===== config.mk =====
export PLATFORM = sky130hd
export DESIGN_NAME = psrl_front
export DESIGN_NICKNAME = d
export VERILOG_FILES = /design/src/hw/rtl/psrl_pkg.sv /design/src/hw/rtl/psrl_front.sv
export SDC_FILE = /design/constraint.sdc
export NUM_CORES = 1
export LEC_CHECK = 0
export ABC_CLOCK_PERIOD_IN_PS = 17200
export BUFFER_PORTS_ARGS = -buffer_cell sky130_fd_sc_hd__buf_2
export CAP_MARGIN = 5
export CORE_AREA = 2 2 276 278
export DETAILED_ROUTE_END_ITERATION = 10
export DIE_AREA = 0 0 278 280
export GPL_TIMING_DRIVEN = 0
export PLACE_DENSITY = 0.7
export SLEW_MARGIN = 15
export SYNTH_ARGS = -nofsm -noshare
export SYNTH_HDL_FRONTEND = slang
export SYNTH_SLANG_ARGS = --single-unit

===== constraint.sdc =====
create_clock -name clk -period 17.2 [get_ports clk]
set_input_delay 3.44 -clock clk [delete_from_list [all_inputs] [get_ports clk]]
set_output_delay 3.44 -clock clk [all_outputs]
set_load 0.005 [all_outputs]

===== src/hw/rtl/psrl_pkg.sv =====
`timescale 1ns / 1ps
// ----------------------------------------------------------------------------
// psrl_pkg: shared types and constants of the per-source rate limiter
// Slot table geometry, hash constants, check bits, reasons and records.
// ----------------------------------------------------------------------------
package psrl_pkg;

	localparam int SLOT_COUNT = 4096;
	localparam int SLOT_W     = $clog2(SLOT_COUNT);

	// hash multipliers and tag seed modifier
	localparam logic [31:0] HASH_C1  = 32'h9e3779b1;
	localparam logic [31:0] HASH_C2  = 32'h85ebca6b;
	localparam logic [31:0] HASH_C3  = 32'hc2b2ae35;
	localparam logic [31:0] TAG_SALT = 32'h5bf03635;

	// check mask bits
	localparam int CHK_TOKENS = 0;
	localparam int CHK_SYN    = 1;
	localparam int CHK_ICMP   = 2;
	localparam int CHK_OOB    = 3;
	localparam int CHK_CONN   = 4;

	// verdict codes
	localparam logic [2:0] RSN_PASS = 3'd0;
	localparam logic [2:0] RSN_RATE = 3'd1;
	localparam logic [2:0] RSN_SYN  = 3'd2;
	localparam logic [2:0] RSN_ICMP = 3'd3;
	localparam logic [2:0] RSN_OOB  = 3'd4;
	localparam logic [2:0] RSN_CONN = 3'd5;

	// register indexes
	localparam logic [2:0] REG_SEED   = 3'd0;
	localparam logic [2:0] REG_BURST  = 3'd1;
	localparam logic [2:0] REG_REFILL = 3'd2;
	localparam logic [2:0] REG_SYN    = 3'd3;
	localparam logic [2:0] REG_ICMP   = 3'd4;
	localparam logic [2:0] REG_OOB    = 3'd5;
	localparam logic [2:0] REG_WIN    = 3'd6;
	localparam logic [2:0] REG_QUOTA  = 3'd7;

	typedef struct packed {
		logic [31:0] mix_seed;
		logic [23:0] bucket_burst;
		logic [63:0] refill_period_ns;
		logic [63:0] syn_gap_ns;
		logic [63:0] icmp_gap_ns;
		logic [63:0] oob_gap_ns;
		logic [63:0] conn_window_len_ns;
		logic [15:0] conn_quota;
	} cfg_t;

	// classified transaction passed from front to back
	typedef struct packed {
		logic [SLOT_W-1:0] idx;
		logic [31:0]       tag;
		logic [63:0]       now;
		logic [4:0]        mask;
	} item_t;

	// one slot of the table
	typedef struct packed {
		logic [31:0] tag;
		logic [23:0] tokens;
		logic [63:0] refill_time;
		logic [63:0] syn_time;
		logic [63:0] icmp_time;
		logic [63:0] oob_time;
		logic [63:0] window_start;
		logic [15:0] conn_tally;
	} entry_t;

endpackage


===== src/hw/rtl/psrl_front.sv =====
`timescale 1ns / 1ps
// ----------------------------------------------------------------------------
// psrl_front: input stage and source hashing
// Accepts a transaction, runs the slot and tag hashes on one shared
// multiplier (four steps per hash) and queues the classified transaction.
// ----------------------------------------------------------------------------
module psrl_front import psrl_pkg::*; (
	input  logic        clk,
	input  logic        arst_n,
	input  cfg_t        cfg,
	input  logic        in_valid,
	output logic        in_stall,
	input  logic [31:0] src_word0,
	input  logic [31:0] src_word1,
	input  logic [31:0] src_word2,
	input  logic [31:0] src_word3,
	input  logic [63:0] now_ns,
	input  logic [4:0]  check_mask,
	output logic        push,
	output item_t       push_data,
	input  logic        full
);

	typedef enum logic [1:0] {F_IDLE, F_HASH, F_PUSH} fstate_t;

	fstate_t           state_q;
	logic [1:0]        ph_q;
	logic              sel_q;
	logic [31:0]       w0_q, w1_q, w2_q, w3_q;
	logic [63:0]       now_q;
	logic [4:0]        mask_q;
	logic [31:0]       p_q;
	logic [SLOT_W-1:0] idx_q;
	logic [31:0]       tag_q;

	logic [31:0] seed_sel, mul_a, mul_c, mul_p, h_fin;

	assign in_stall  = (state_q != F_IDLE);
	assign push      = (state_q == F_PUSH);
	assign push_data = '{idx: idx_q, tag: tag_q, now: now_q, mask: mask_q};

	// mixing step feeding the shared multiplier
	always_comb begin
		seed_sel = sel_q ? (cfg.mix_seed ^ TAG_SALT) : cfg.mix_seed;
		h_fin    = p_q ^ (p_q >> 16);
		case (ph_q)
			2'd0: begin
				mul_a = seed_sel ^ w0_q;
				mul_c = HASH_C1;
			end
			2'd1: begin
				mul_a = (p_q ^ (p_q >> 15)) + w1_q;
				mul_c = HASH_C2;
			end
			default: begin
				mul_a = (p_q ^ (p_q >> 13)) + (w2_q ^ w3_q);
				mul_c = HASH_C3;
			end
		endcase
		mul_p = mul_a * mul_c;
	end

	// sequencer
	always_ff @(posedge clk or negedge arst_n) begin
		if (!arst_n) begin
			state_q <= F_IDLE;
			ph_q    <= 2'd0;
			sel_q   <= 1'b0;
		end else begin
			unique case (state_q)
				F_IDLE: begin
					if (in_valid) begin
						state_q <= F_HASH;
						ph_q    <= 2'd0;
						sel_q   <= 1'b0;
					end
				end
				F_HASH: begin
					if (ph_q == 2'd3) begin
						ph_q <= 2'd0;
						if (!sel_q) sel_q <= 1'b1;
						else state_q <= F_PUSH;
					end else begin
						ph_q <= ph_q + 2'd1;
					end
				end
				F_PUSH: begin
					if (!full) state_q <= F_IDLE;
				end
				default: state_q <= F_IDLE;
			endcase
		end
	end

	// payload registers
	always_ff @(posedge clk) begin
		if (state_q == F_IDLE && in_valid) begin
			w0_q   <= src_word0;
			w1_q   <= src_word1;
			w2_q   <= src_word2;
			w3_q   <= src_word3;
			now_q  <= now_ns;
			mask_q <= check_mask;
		end
		if (state_q == F_HASH) begin
			if (ph_q != 2'd3) p_q <= mul_p;
			else if (!sel_q) idx_q <= h_fin[SLOT_W-1:0];
			else tag_q <= h_fin | 32'd1;
		end
	end

endmodule


==> out/results.tsv <==
metric	value	unit
tns	0	ns
fmax	0.0754	GHz
yosysTopAreaCell	edfxtp_1	
core_area	75200	um2
max_cap_violations	0	
grt-ovfl-total	0	
synth_top_family_by_area	adder cells	
area_growth	15.6	%
track_usage	0.232	
gp_congestion	1.03	
cts_made_buffers	31	
worst_path_largest_cell_delay	0.79	ns
synth_edf_count	272	
layout-drive-gt1-share	0.158	
synth_cell_types	76	
die_y	280	um
slowest_stage	clkbuf_1	
htree_levels	1	
tritoncts_num_sinks	277	
root_buffer	clkbuf_16	
antenna_found_initial	8	
synth_top_area_frac	0.303	
worstSetupStartpointType	register	
post-route-period-util	0.771	
clkTransAtPathRegs	0.06	ns
grt_max_degree	32	
synth-xor-area-share	0.0862	
slew_viol_final	0	
yosysMostFrequentCell	inv_1	
postCtsSetupBuffers	0	
syn-num-nets	3566	
cts.path.max_buffers	3	
crit_family	adder cells	
slew_headroom	0.251	
dp_hpwl	77800	um
ant_nets	0	
drt_first_pass_iters	5	
post_cts_resized	0	
setup_viol	0	
criticalPathCategory	reg2reg	
die_width	278	um
crit_buf_inv	2	
syn_area	27000	um2
worstSkewPairLatency	0.63	ns
ctsHoldBuffers	0	
hp-class	reg2reg	
synth_area_leaders	edfxtp_1 30%, fa_1 30%, ha_1 9.1%	
synth_commonest_cells	597 x inv_1, 401 x fa_1, 272 x edfxtp_1, 196 x ha_1, 138 x xor2_1	
viasPerCell	5.01	
synth_compound_area_frac	0.0650	
path_max_fanout	5	
io_buffers	346	
initial_core_util	0.359	
yosys.area_share.simple	0.0618	
synthFlopType	edfxtp_1	
fin_crit	13.26	ns
ys_warn_count	0	
syn-instance-count	2376	
cp_data_arrival_time	13.63	ns
drc	0	
required	17.57	ns
async_flop_share	0.0181	
fill_cells	7137	
dieArea	77800	um2
fin_nets	3956	
ys_seq_area_frac	0.307	
grt_pass1_vias	19700	
yosys_register_bits	277	
synthMuxAreaShare	0.00227	
skew	0.0142	ns
synthAdderAreaFrac	0.389	
ioPinCount	708	
outcome	finished clean	
postSynthAreaPerCell	11.4	um2
grt_pass1_wl	130000	um
rows	101	
vias	18900	
drt-total-wl	89600	um
crit_path_end_kind	register	
hold_viol_final	0	
rsz0062_at_grt	no	
max_slew.worst_pin.slew	1.11	ns
drtIter0Drc	1400	
wire_per_inst	23.8	um
cts_tree	built	
[layout make-up]
class	count	area, um2	area share
sequential	277	8290	0.266
tap	978	1220	0.0393
inverter	598	2250	0.0722
multi-input combinational	1465	16300	0.523
clock buffer	46	882	0.0283
clock inverter	12	120	0.00385
antenna	1	2.50	0.0000803
timing repair buffer	357	1950	0.0625
buffer	36	141	0.00454
[per-layer routing]
metal | up-vias | wire length (um) | global-route usage
met5 | - | 0 | 0
li1 | 8299 | - | -
met2 | 1056 | 38700 | 0.356
met3 | 196 | 9940 | 0.0649
met4 | 0 | 5160 | 0.115
met1 | 9337 | 35800 | 0.303
[sequential cells by signal, indices dropped and copies added, names as in the netlist]
register	cells
mask_q	5
idx_q	12
now_q	64
w0_q	32
sel_q	1
tag_q	31
w1_q	32
ph_q	2
state_q	2
p_q	32
w2_q	32
w3_q	32
[final timing paths]
| path | slack [ns] | startpoint | depth (start not counted) | endpoint |
|---|---|---|---|---|
| worst max-delay path | 3.94 | p_q[15] | 38 | p_q[31] |
| worst min-delay path | 0.46 | p_q[16] | 0 | tag_q[16] |
| worst max register to register | 3.94 | p_q[15] | 38 | p_q[31] |
| worst min register to register | 0.46 | p_q[16] | 0 | tag_q[16] |
| max in group asynchronous | 14.43 | arst_n | 1 | ph_q[0] |
| min in group asynchronous | 2.63 | arst_n | 1 | state_q[0] |
[placed cells by master, fill, tap and decap left out, types with 6 or more instances in the layout]
cell,Yosys,routed
inv_1,597,597
fa_1,401,401
buf_2,2,348
edfxtp_1,272,272
ha_1,196,196
xor2_1,138,138
xnor2_1,112,112
nand2_1,108,108
nor2_1,91,89
a21oi_1,71,71
clkbuf_1,30,40
o21ai_0,40,40
clkbuf_16,0,31
a21o_1,27,27
nor2b_1,24,24
nand2b_1,21,21
and2_1,20,20
nor3_1,20,20
o21bai_1,13,13
nand3_1,12,12
or2_2,11,11
o21a_1,10,10
o21ai_1,9,9
and3_1,9,8
a211oi_1,7,7
nand4_1,7,7
o211ai_1,6,6
a31oi_1,6,6
xnor3_1,6,6
buf_12,0,6
[per-stage QoR]
| step | cell area [um2] | cells | hold WS, ns | util | setup WS (ns) |
|---|---|---|---|---|---|
| 6_report | 31200 | 3770 | 0.458 | 0.415 | 3.94 |
| 5_1_grt | 31200 | 3769 | 0.456 | 0.415 | 3.58 |
| 4_1_cts | 31200 | 3768 | 0.455 | 0.414 | 4.13 |
| 3_5_place_dp | 30200 | 3710 | 0.436 | 0.401 | 3.52 |
| 3_3_place_gp | 29900 | 3700 | 0.434 | 0.398 | 1.13 |
| 2_1_floorplan | 27000 | 2376 | 0.424 | - | 4.87 |
[cell families after synthesis]
logic type      after synthesis
compound gates              260
xor+xnor                    256
fa+ha+maj                   597
buf+inv                     634
flops                       277
mux                           6
other cells                   1
simple gates                345
Power is not shown: default switching activity piles up to over one toggle a cycle in this logic, so the estimate is an artifact.
