**src/hw/rtl/psrl_pkg.sv**
```systemverilog
`timescale 1ns / 1ps
// ----------------------------------------------------------------------------
// psrl_pkg: shared types and constants of the per-source rate limiter
// Slot table geometry, hash constants, check bits, reasons and records.
// ----------------------------------------------------------------------------
package psrl_pkg;

	localparam int SLOT_COUNT = 4096;
	localparam int SLOT_W     = $clog2(SLOT_COUNT);

	// hash multipliers and tag seed modifier
	localparam logic [31:0] HASH_C1  = 32'h9e3779b1;
	localparam logic [31:0] HASH_C2  = 32'h85ebca6b;
	localparam logic [31:0] HASH_C3  = 32'hc2b2ae35;
	localparam logic [31:0] TAG_SALT = 32'h5bf03635;

	// check mask bits
	localparam int CHK_TOKENS = 0;
	localparam int CHK_SYN    = 1;
	localparam int CHK_ICMP   = 2;
	localparam int CHK_OOB    = 3;
	localparam int CHK_CONN   = 4;

	// verdict codes
	localparam logic [2:0] RSN_PASS = 3'd0;
	localparam logic [2:0] RSN_RATE = 3'd1;
	localparam logic [2:0] RSN_SYN  = 3'd2;
	localparam logic [2:0] RSN_ICMP = 3'd3;
	localparam logic [2:0] RSN_OOB  = 3'd4;
	localparam logic [2:0] RSN_CONN = 3'd5;

	// register indexes
	localparam logic [2:0] REG_SEED   = 3'd0;
	localparam logic [2:0] REG_BURST  = 3'd1;
	localparam logic [2:0] REG_REFILL = 3'd2;
	localparam logic [2:0] REG_SYN    = 3'd3;
	localparam logic [2:0] REG_ICMP   = 3'd4;
	localparam logic [2:0] REG_OOB    = 3'd5;
	localparam logic [2:0] REG_WIN    = 3'd6;
	localparam logic [2:0] REG_QUOTA  = 3'd7;

	typedef struct packed {
		logic [31:0] mix_seed;
		logic [23:0] bucket_burst;
		logic [63:0] refill_period_ns;
		logic [63:0] syn_gap_ns;
		logic [63:0] icmp_gap_ns;
		logic [63:0] oob_gap_ns;
		logic [63:0] conn_window_len_ns;
		logic [15:0] conn_quota;
	} cfg_t;

	// classified transaction passed from front to back
	typedef struct packed {
		logic [SLOT_W-1:0] idx;
		logic [31:0]       tag;
		logic [63:0]       now;
		logic [4:0]        mask;
	} item_t;

	// one slot of the table
	typedef struct packed {
		logic [31:0] tag;
		logic [23:0] tokens;
		logic [63:0] refill_time;
		logic [63:0] syn_time;
		logic [63:0] icmp_time;
		logic [63:0] oob_time;
		logic [63:0] window_start;
		logic [15:0] conn_tally;
	} entry_t;

endpackage

```
**src/hw/rtl/psrl_fifo.sv**
```systemverilog
`timescale 1ns / 1ps
// ----------------------------------------------------------------------------
// psrl_fifo: two-entry queue between front and back
// Decouples hashing from slot processing so each side stalls on its own.
// ----------------------------------------------------------------------------
module psrl_fifo import psrl_pkg::*; (
	input  logic  clk,
	input  logic  arst_n,
	input  logic  push,
	input  item_t push_data,
	output logic  full,
	input  logic  pop,
	output item_t pop_data,
	output logic  empty
);

	item_t      buf_q [2];
	logic       wp_q, rp_q;
	logic [1:0] cnt_q;

	assign full     = (cnt_q == 2'd2);
	assign empty    = (cnt_q == 2'd0);
	assign pop_data = buf_q[rp_q];

	// storage
	always_ff @(posedge clk) begin
		if (push && !full) buf_q[wp_q] <= push_data;
	end

	// pointers and fill level
	always_ff @(posedge clk or negedge arst_n) begin
		if (!arst_n) begin
			wp_q  <= 1'b0;
			rp_q  <= 1'b0;
			cnt_q <= 2'd0;
		end else begin
			if (push && !full) wp_q <= ~wp_q;
			if (pop && !empty) rp_q <= ~rp_q;
			case ({push && !full, pop && !empty})
				2'b10:   cnt_q <= cnt_q + 2'd1;
				2'b01:   cnt_q <= cnt_q - 2'd1;
				default: cnt_q <= cnt_q;
			endcase
		end
	end

endmodule

```
**config.mk**
```make
export PLATFORM = sky130hd
export DESIGN_NAME = psrl_fifo
export DESIGN_NICKNAME = d
export VERILOG_FILES = /design/src/hw/rtl/psrl_pkg.sv /design/src/hw/rtl/psrl_fifo.sv
export SDC_FILE = /design/constraint.sdc
export NUM_CORES = 1
export LEC_CHECK = 0
export BUFFER_PORTS_ARGS = -buffer_cell sky130_fd_sc_hd__buf_2
export CAP_MARGIN = 5
export CORE_ASPECT_RATIO = 1.1
export CORE_UTILIZATION = 39
export CTS_CLUSTER_DIAMETER = 60
export DETAILED_ROUTE_END_ITERATION = 8
export GPL_TIMING_DRIVEN = 0
export PLACE_DENSITY = 0.74
export RECOVER_POWER = 50
export SLEW_MARGIN = 20
export SYNTH_ARGS = -nofsm -noshare
export SYNTH_HDL_FRONTEND = slang
export SYNTH_SLANG_ARGS = --single-unit
```
**constraint.sdc**
```tcl
create_clock -name clk -period 6.5 [get_ports clk]
set_clock_uncertainty 0.1 [all_clocks]
set_input_delay 1.3 -clock clk [delete_from_list [all_inputs] [get_ports clk]]
set_output_delay 1.3 -clock clk [all_outputs]
set_load 0.01 [all_outputs]
```
==> results.txt, run 1 <==
The part of the total power dissipated in the clock network is 0.260. The register cell area after layout is 6890 µm². The ratio of routed vias to standard cells is 4.56. The share of final-layout standard cells stronger than drive strength 1 is 0.524.

The path with the worst hold slack has its endpoint at cnt_q[1]. The required time of the critical path came out at 6.44 ns. CTS built an H-tree with a depth of 1. The setup slack of the most critical reg-to-reg path came out at 2.66 ns.

The total global routing overflow is 0. The number of cells on the worst hold path came out at 1. The TritonCTS clock tree is built. The initial core utilization is 0.401. Before antenna repair, the detailed router went through 4 iterations. The half-perimeter wire length of the detailed placement result came out at 11400 µm. The net count after synthesis is 488. In the routed design, unresolved DRC markers number 0. For this run, the register share of the synthesized area comes to 0.801. The number of max-cap violations came out at 2. The filler cells instantiated in the layout total 1811.

The number of port buffers is 231. The number of post-CTS setup repair buffers is 0. The run finished, with violations left. In this run the static leakage power is 4.14 nW.

From left edge to right edge, the die measures 144 µm. The longest clock path from root to sink contains 3 buffers. The total setup violations reported at the end of the flow is 0.

The worst-case IR drop observed on VDD is 0.315 mV. The switching power total came out at 1.43 mW. The per-instance average area after synthesis is 23.2 µm². The total power is 5.05 mW.

The pin slew with the least headroom to its limit came out at 3.14 ns. The type of the tightest min-delay check is register to register. The worst-case headroom to the max-slew limit came out at -1.09.

Synthesis handed over a netlist of 370 instances. The number of distinct library cell variants in the gate-level netlist after synthesis came out at 16. Setup repair after global routing left no endpoint under its margin. The final reports fail on max-capacitance violations, max-slew violations.

The setup path with the least slack is of type primary input to register. The startpoint of the most critical register-to-register path is cnt_q[0]. The pin count of the biggest net entering global routing is 55.

The final design area excluding fillers is 10900 µm². The number of global-route vias before repair came to 4537. The switching share of power is 0.283. The max-slew violation total from the final report is 109. STA classifies the critical path startpoint as a primary input.

The share of the cycle needed by the critical path after routing is 0.644. The number of hold buffers added after CTS is 0. The placed instances occupy a cell area of 10300 µm². Of the total power, combinational logic draws 0.319.

Along the worst path, the maximum fanout reaches 54. The number of warnings printed during yosys synthesis is 0. The final hold violation count came to 0. The total global routing track utilization came out at 0.137.

The congestion estimate from routability-driven global placement came to 0.659. The final critical path time including I/O delays and setup came out at 4.18 ns. The number of I/O pins came out at 232. The sink count of the clock tree came out at 230. The most critical setup path has its startpoint at push. The clock insertion delay at the later pin of the skew report came out at 0.50 ns. The floorplan step defined a core boundary enclosing 21400 µm².

The number of rows created at floorplan came out at 56. Clock-pin slew was measured on the worst setup and hold paths at 0.05 ns. Summed over all layers, the routed wires come to 16200 µm.

Summing all multi-input logic gate instances after layout gives 1600 µm². The synthesized cell area is 8600 µm². The first-pass GRT wire length is 23600 µm.

The fraction of power consumed by sequential logic came out at 0.422. The tree is rooted in a sky130_fd_sc_hd__clkbuf_16. The worst register-to-register path ends at buf_q[1][63]. The maximum clock rate is 239 MHz. The die area is 22600 µm². The arrival time of the worst setup path came out at 4.12 ns. The total negative setup slack came out at 0 ns. The internal cell power came out at 3.62 mW. In this run the most critical hold path is launched from cnt_q[1]. The post-layout net count is 753. The power density over the cells came out at 461 nW/µm².

The die height is 158 µm. The total number of vias came out at 4292. The total clock buffers created by CTS came out at 25. The worst hold slack after final layout is 0.427 ns. The number of cells on the worst reg-to-reg path came out at 3.

STA classifies the critical path endpoint as a register. Once detail routing completed, the nets flagged for antenna violations numbered 0. The number of antenna violations at the first check in global routing was 1. The number of gates resized after CTS came out at 0. The violation count after the first detailed-route iteration is 147.

The synthesized flop and latch total is 230. The area growth from synthesis to layout is 27.4%. The routed wire length per instance came out at 17.2 µm.
metal layers:
layer,share of wire,global-route usage
met4,0.020,0.0441
met5,0,0
met2,0.53,0.254
met1,0.37,0.146
met3,0.081,0.0442
cells by family (layout without fill, tap and decap cells):
logic type                 Yosys count  after routing  share of synthesized area
and+or+nand+nor                      7              7                    0.00393
xor gates and xnor gates             5              5                    0.00509
muxes                              113            113                      0.174
other                                0              1                          0
DFF                                230            230                      0.801
buffers and inverters               14            295                     0.0143
adders and majority gates            1              1                    0.00146
state kept, by name, summed over array words and instances (netlist names):
register  flops
cnt_q         2
buf_q       226
rp_q          1
wp_q          1
stage by stage:
stage	std cells	setup slack (ns)	utilization
after detailed placement	898	3.55	0.480
after global placement	891	0.0694	0.472
after global routing	942	2.08	0.511
after CTS	941	3.20	0.516
final	942	2.32	0.511
after floorplan	370	1.63	-
area by class of cell:
| cell class | count | area share |
|---|---|---|
| Sequential cell | 230 | 0.629 |
| Multi-Input combinational cell | 126 | 0.146 |
| Timing Repair Buffer | 238 | 0.111 |
| Clock buffer | 28 | 0.0582 |
| Tap cell | 290 | 0.0331 |
| Clock inverter | 15 | 0.0121 |
| Buffer | 13 | 0.0109 |
| Inverter | 1 | 0.000343 |
| Antenna cell | 1 | 0.000229 |
worst max-delay path, stage by stage:
cell and delay [ns]:
sky130_fd_sc_hd__clkbuf_1 0.12, sky130_fd_sc_hd__and3_1 0.39, sky130_fd_sc_hd__clkbuf_1 2.24
power by group through the flow:
| stage | Sequential (mW) | Clock (mW) | Combinational [mW] |
|---|---|---|---|
| 3_5_place_dp | 2.14 | 0 | 1.67 |
| 2_1_floorplan | 2.15 | 0 | 1.05 |
| 6_report | 2.13 | 1.31 | 1.61 |
| 5_1_grt | 2.15 | 1.40 | 1.73 |
| 4_1_cts | 2.11 | 1.35 | 1.68 |
| 3_3_place_gp | 2.18 | 0 | 1.55 |
worst max-delay path by stage:
stage | end | slack (ns)
after global routing | buf_q[1][50] | 2.08
after floorplan | buf_q[0][0] | 1.63
after CTS | pop_data[74] | 3.20
after global placement | buf_q[0][77] | 0.07
final | buf_q[1][63] | 2.32
after detailed placement | buf_q[0][77] | 3.55
placed cells by master, fill, tap and decap left out, drive strengths merged, types with 2 or more instances in the layout:
master,instances
edfxtp,226
xor2,2
dfrtp,4
clkinvlp,4
mux2,113
bufinv,2
clkinv,9
clkbuf,87
xnor2,3
buf,192
nor2,3
synthesized netlist by cell type (all sizes together):
library cell  count  area (µm²)
xnor2             3        26.3
nand2b            1        6.26
inv               1        3.75
and3              1        6.26
nor2b             1        6.26
mux2            113        1500
nand2             1        3.75
nor2              3        11.3
xor2              2        17.5
buf              13         119
ha                1        12.5
dfrtp             4         100
edfxtp          226        6790
Power figures use the tool's default switching activity.
==> inputs of run 2 (changes only) <==
--- a/config.mk
+++ b/config.mk
@@ -12,7 +12,7 @@
 export CTS_CLUSTER_DIAMETER = 60
 export DETAILED_ROUTE_END_ITERATION = 8
 export GPL_TIMING_DRIVEN = 0
-export PLACE_DENSITY = 0.74
+export PLACE_DENSITY = 0.71
 export RECOVER_POWER = 50
 export SLEW_MARGIN = 20
 export SYNTH_ARGS = -nofsm -noshare
==> constraint.sdc (replaced) <==
create_clock -name clk -period 4.2 [get_ports clk]
set_clock_uncertainty 0.1 [all_clocks]
set_input_delay 0.84 -clock clk [delete_from_list [all_inputs] [get_ports clk]]
set_output_delay 0.84 -clock clk [all_outputs]
set_load 0.01 [all_outputs]
==> results.txt, run 2 (same netlist as run 1, synthesis figures left out) <==
The number of design rule violations left after detail routing is 0 (unchanged). TritonCTS built the clock tree. The total global routing overflow came to 0 (unchanged).

The post-layout net count came to 753 (unchanged). The critical path in this run is classified as register to output port. The pin count of the biggest net entering global routing came to 52 (-5.5%). The setup slack of the critical path after layout came out at 1.31 ns (-1.00 ns).

In the final layout, the registers with the most flip-flops are buf_q x226, cnt_q x2. The maximum vdd drop is 0.408 mV (+30%). Static timing analysis puts the maximum clock frequency at 346 MHz.

The kind of cell with the highest combined delay along the critical path is buffers and inverters. The level count of the clock H-tree is 1 (unchanged). The number of diodes is 0 (-1). The internal cell power came to 5.72 mW (+58%). The fraction of power consumed by sequential logic is 0.412 (-0.010). The total setup violations reported at the end of the flow is 0 (unchanged).

The top cell types in the final layout, fill and taps aside, are sky130_fd_sc_hd__edfxtp_1 (226), sky130_fd_sc_hd__buf_2 (186), sky130_fd_sc_hd__mux2_4 (60), sky130_fd_sc_hd__clkbuf_1 (55), sky130_fd_sc_hd__mux2_2 (53). The total clock buffers created by CTS is 25 (unchanged). The switching power total is 2.20 mW (+54%). The first-pass GRT wire length came to 23200 µm (-1.6%).

The power share of the combinational group is 0.315 (-0.004). The total global routing track utilization came out at 0.133 (-0.00395). The total routed wirelength is 15800 µm (-2.2%). The met2 global-route usage came out at 0.245 (-0.00925). The number of hold buffers added after CTS was 0 (unchanged). The antenna violation net count after detailed routing came out at 0 (unchanged). Counting flops per register, the top entry is buf_q. The worst setup path is launched from a register. The part of the total power dissipated in the clock network came to 0.273 (+0.013). Setup repair after global routing left no endpoint under its margin. The number of max-cap violations is 0 (-2). The share of final-layout standard cells stronger than drive strength 1 came to 0.535 (+0.0108). The master cell of the clock root buffer is sky130_fd_sc_hd__clkbuf_16.

The pin slew with the least headroom to its limit came out at 1.38 ns (-1.76 ns). The number of flip-flops in the largest register is 226 (unchanged). The post-placement cell area came out at 10300 µm² (about the same). The total negative setup slack came out at 0 ns (unchanged). The initial core utilization is 0.401 (unchanged). The ratio of routed vias to standard cells was 4.56 (+0.13%).

The die area came out at 22600 µm² (unchanged). The sort of element at the end of the critical path is an output port. The maximum root-to-sink buffer count came out at 3 (unchanged). The largest driver fanout on the critical path is 10 (-81%). The flow ran to the end, and the final reports show no timing, DRC or antenna violations.

The half-perimeter wire length of the detailed placement result is 11100 µm (-2.3%). The number of rows created at floorplan is 56 (unchanged). The number of gates resized after CTS was 0 (unchanged). The cell count along the critical path is 4 (+1). The global routing usage on met3 is 0.0463 (+0.00212). The routed wire length per instance came to 16.8 µm (-2.1%).

The area growth from synthesis to final layout came out at 28.2%. The met1 track demand over resource in global routing came out at 0.139 (-0.00753). The horizontal die dimension came out at 144 µm (unchanged). The number of post-CTS setup repair buffers is 0 (unchanged). The clock insertion delay at the later pin of the skew report is 0.50 ns (about the same). The first-pass detailed-route iteration total was 4 (unchanged).

The standby leakage power was 4.20 nW (+1.6%). Dividing the final minimum period by the clock period gives 0.687. The signal on the critical path passes through buf_6, clkbuf_1, mux2_2, buf_2. The library cell contributing the largest single delay on the critical path is sky130_fd_sc_hd__clkbuf_1. The required time of the critical path is 3.26 ns (-3.18 ns).

The number of cells on the worst reg-to-reg path is 3 (unchanged). The largest stage delay on the critical path is 0.45 ns (-1.79 ns). The total number of vias is 4293 (+0.023%). The violation count after the first detailed-route iteration came out at 155 (+5.4%).

The max-slew violation total from the final report is 0 (-100%). The routability-driven placement congestion ratio came to 0.714 (+8.4%). The power density over the cells is 718 nW/µm² (+56%). The global routing's busiest layer is met2. The clock period could shrink to 2.89 ns. The critical path buffer and inverter count came out at 3 (+1). The number of global-route vias before repair is 4638 (+2.2%). The die height is 158 µm (unchanged). The arrival time of the worst setup path came out at 1.95 ns (-2.17 ns). The number of I/O pins is 232 (unchanged). The CTS clock-pin slew for the worst setup and hold paths is 0.06 ns (about the same). The number of port buffers is 231 (unchanged). The post-route core utilization is 0.514 (+0.00356). The worst-case headroom to the max-slew limit came out at 0.0768 (+1.17). The sink count of the clock tree is 230 (unchanged).

The post-placement setup slack was 1.65 ns (-1.90 ns). The most common cell after layout, fill and taps aside is sky130_fd_sc_hd__edfxtp_1. The switching share of power is 0.278 (-0.00540). The type of the tightest min-delay check is primary input to asynchronous set/reset pin.

The total core area is 21400 µm² (unchanged). The number of antenna violations at the first check in global routing is 2 (+1). The final hold violation count was 0 (unchanged). The final design area excluding fillers came out at 11000 µm² (+0.70%).

The worst hold slack after final layout is 0.0682 ns (-0.359 ns).
-- run 2: cell types whose count changed in the layout (fill, tap and decap cells not counted), sizes merged --
| cell | delta |
|---|---|
| bufinv | +2 |
| clkinvlp | -3 |
| inv | +1 |
| clkinv | -2 |
| buf | +8 |
| clkbuf | -6 |
| diode | -1 |
-- run 2: power groups by stage --
stage,clock network [mW],registers (mW),logic [mW]
after floorplan,0,3.31,1.62
after global placement,0,3.35,2.38
after detailed placement,0,3.31,2.58
after CTS,2.23,3.27,2.59
after global routing,2.30,3.30,2.69
final,2.17,3.26,2.49
-- run 2: final timing paths --
kind | startpoint | endpoint | slack, ns
worst min register to register | cnt_q[1] | cnt_q[1] | 0.40
worst max register to register | cnt_q[0] | buf_q[1][80] | 1.33
worst min-delay path | arst_n | cnt_q[0] | 0.07
max in group asynchronous | arst_n | wp_q | 3.73
min in group clk | cnt_q[1] | cnt_q[1] | 0.40
worst max-delay path | rp_q | pop_data[104] | 1.31
-- run 2: layer usage --
| layer | vias to the layer above | part of all wire |
|---|---|---|
| met5 | - | 0.00082 |
| met4 | 2 | 0.027 |
| met3 | 34 | 0.085 |
| met2 | 164 | 0.53 |
| met1 | 2098 | 0.36 |
| li1 | 1995 | - |
-- run 2: stage by stage --
stage	total power, mW	std cells
2_1_floorplan	4.94	370
3_3_place_gp	5.74	891
3_5_place_dp	5.89	898
4_1_cts	8.08	941
5_1_grt	8.30	941
6_report	7.92	941
-- run 2: layout make-up --
type / count / area (µm²)
fillers: 1801 / 10400
flip-flops and latches: 230 / 6890
multi-input cells: 126 / 1590
repair buffers: 238 / 1250
clock buffers: 30 / 644
well taps: 290 / 363
clock inverters: 13 / 173
plain buffers: 13 / 118
inverters: 1 / 3.75
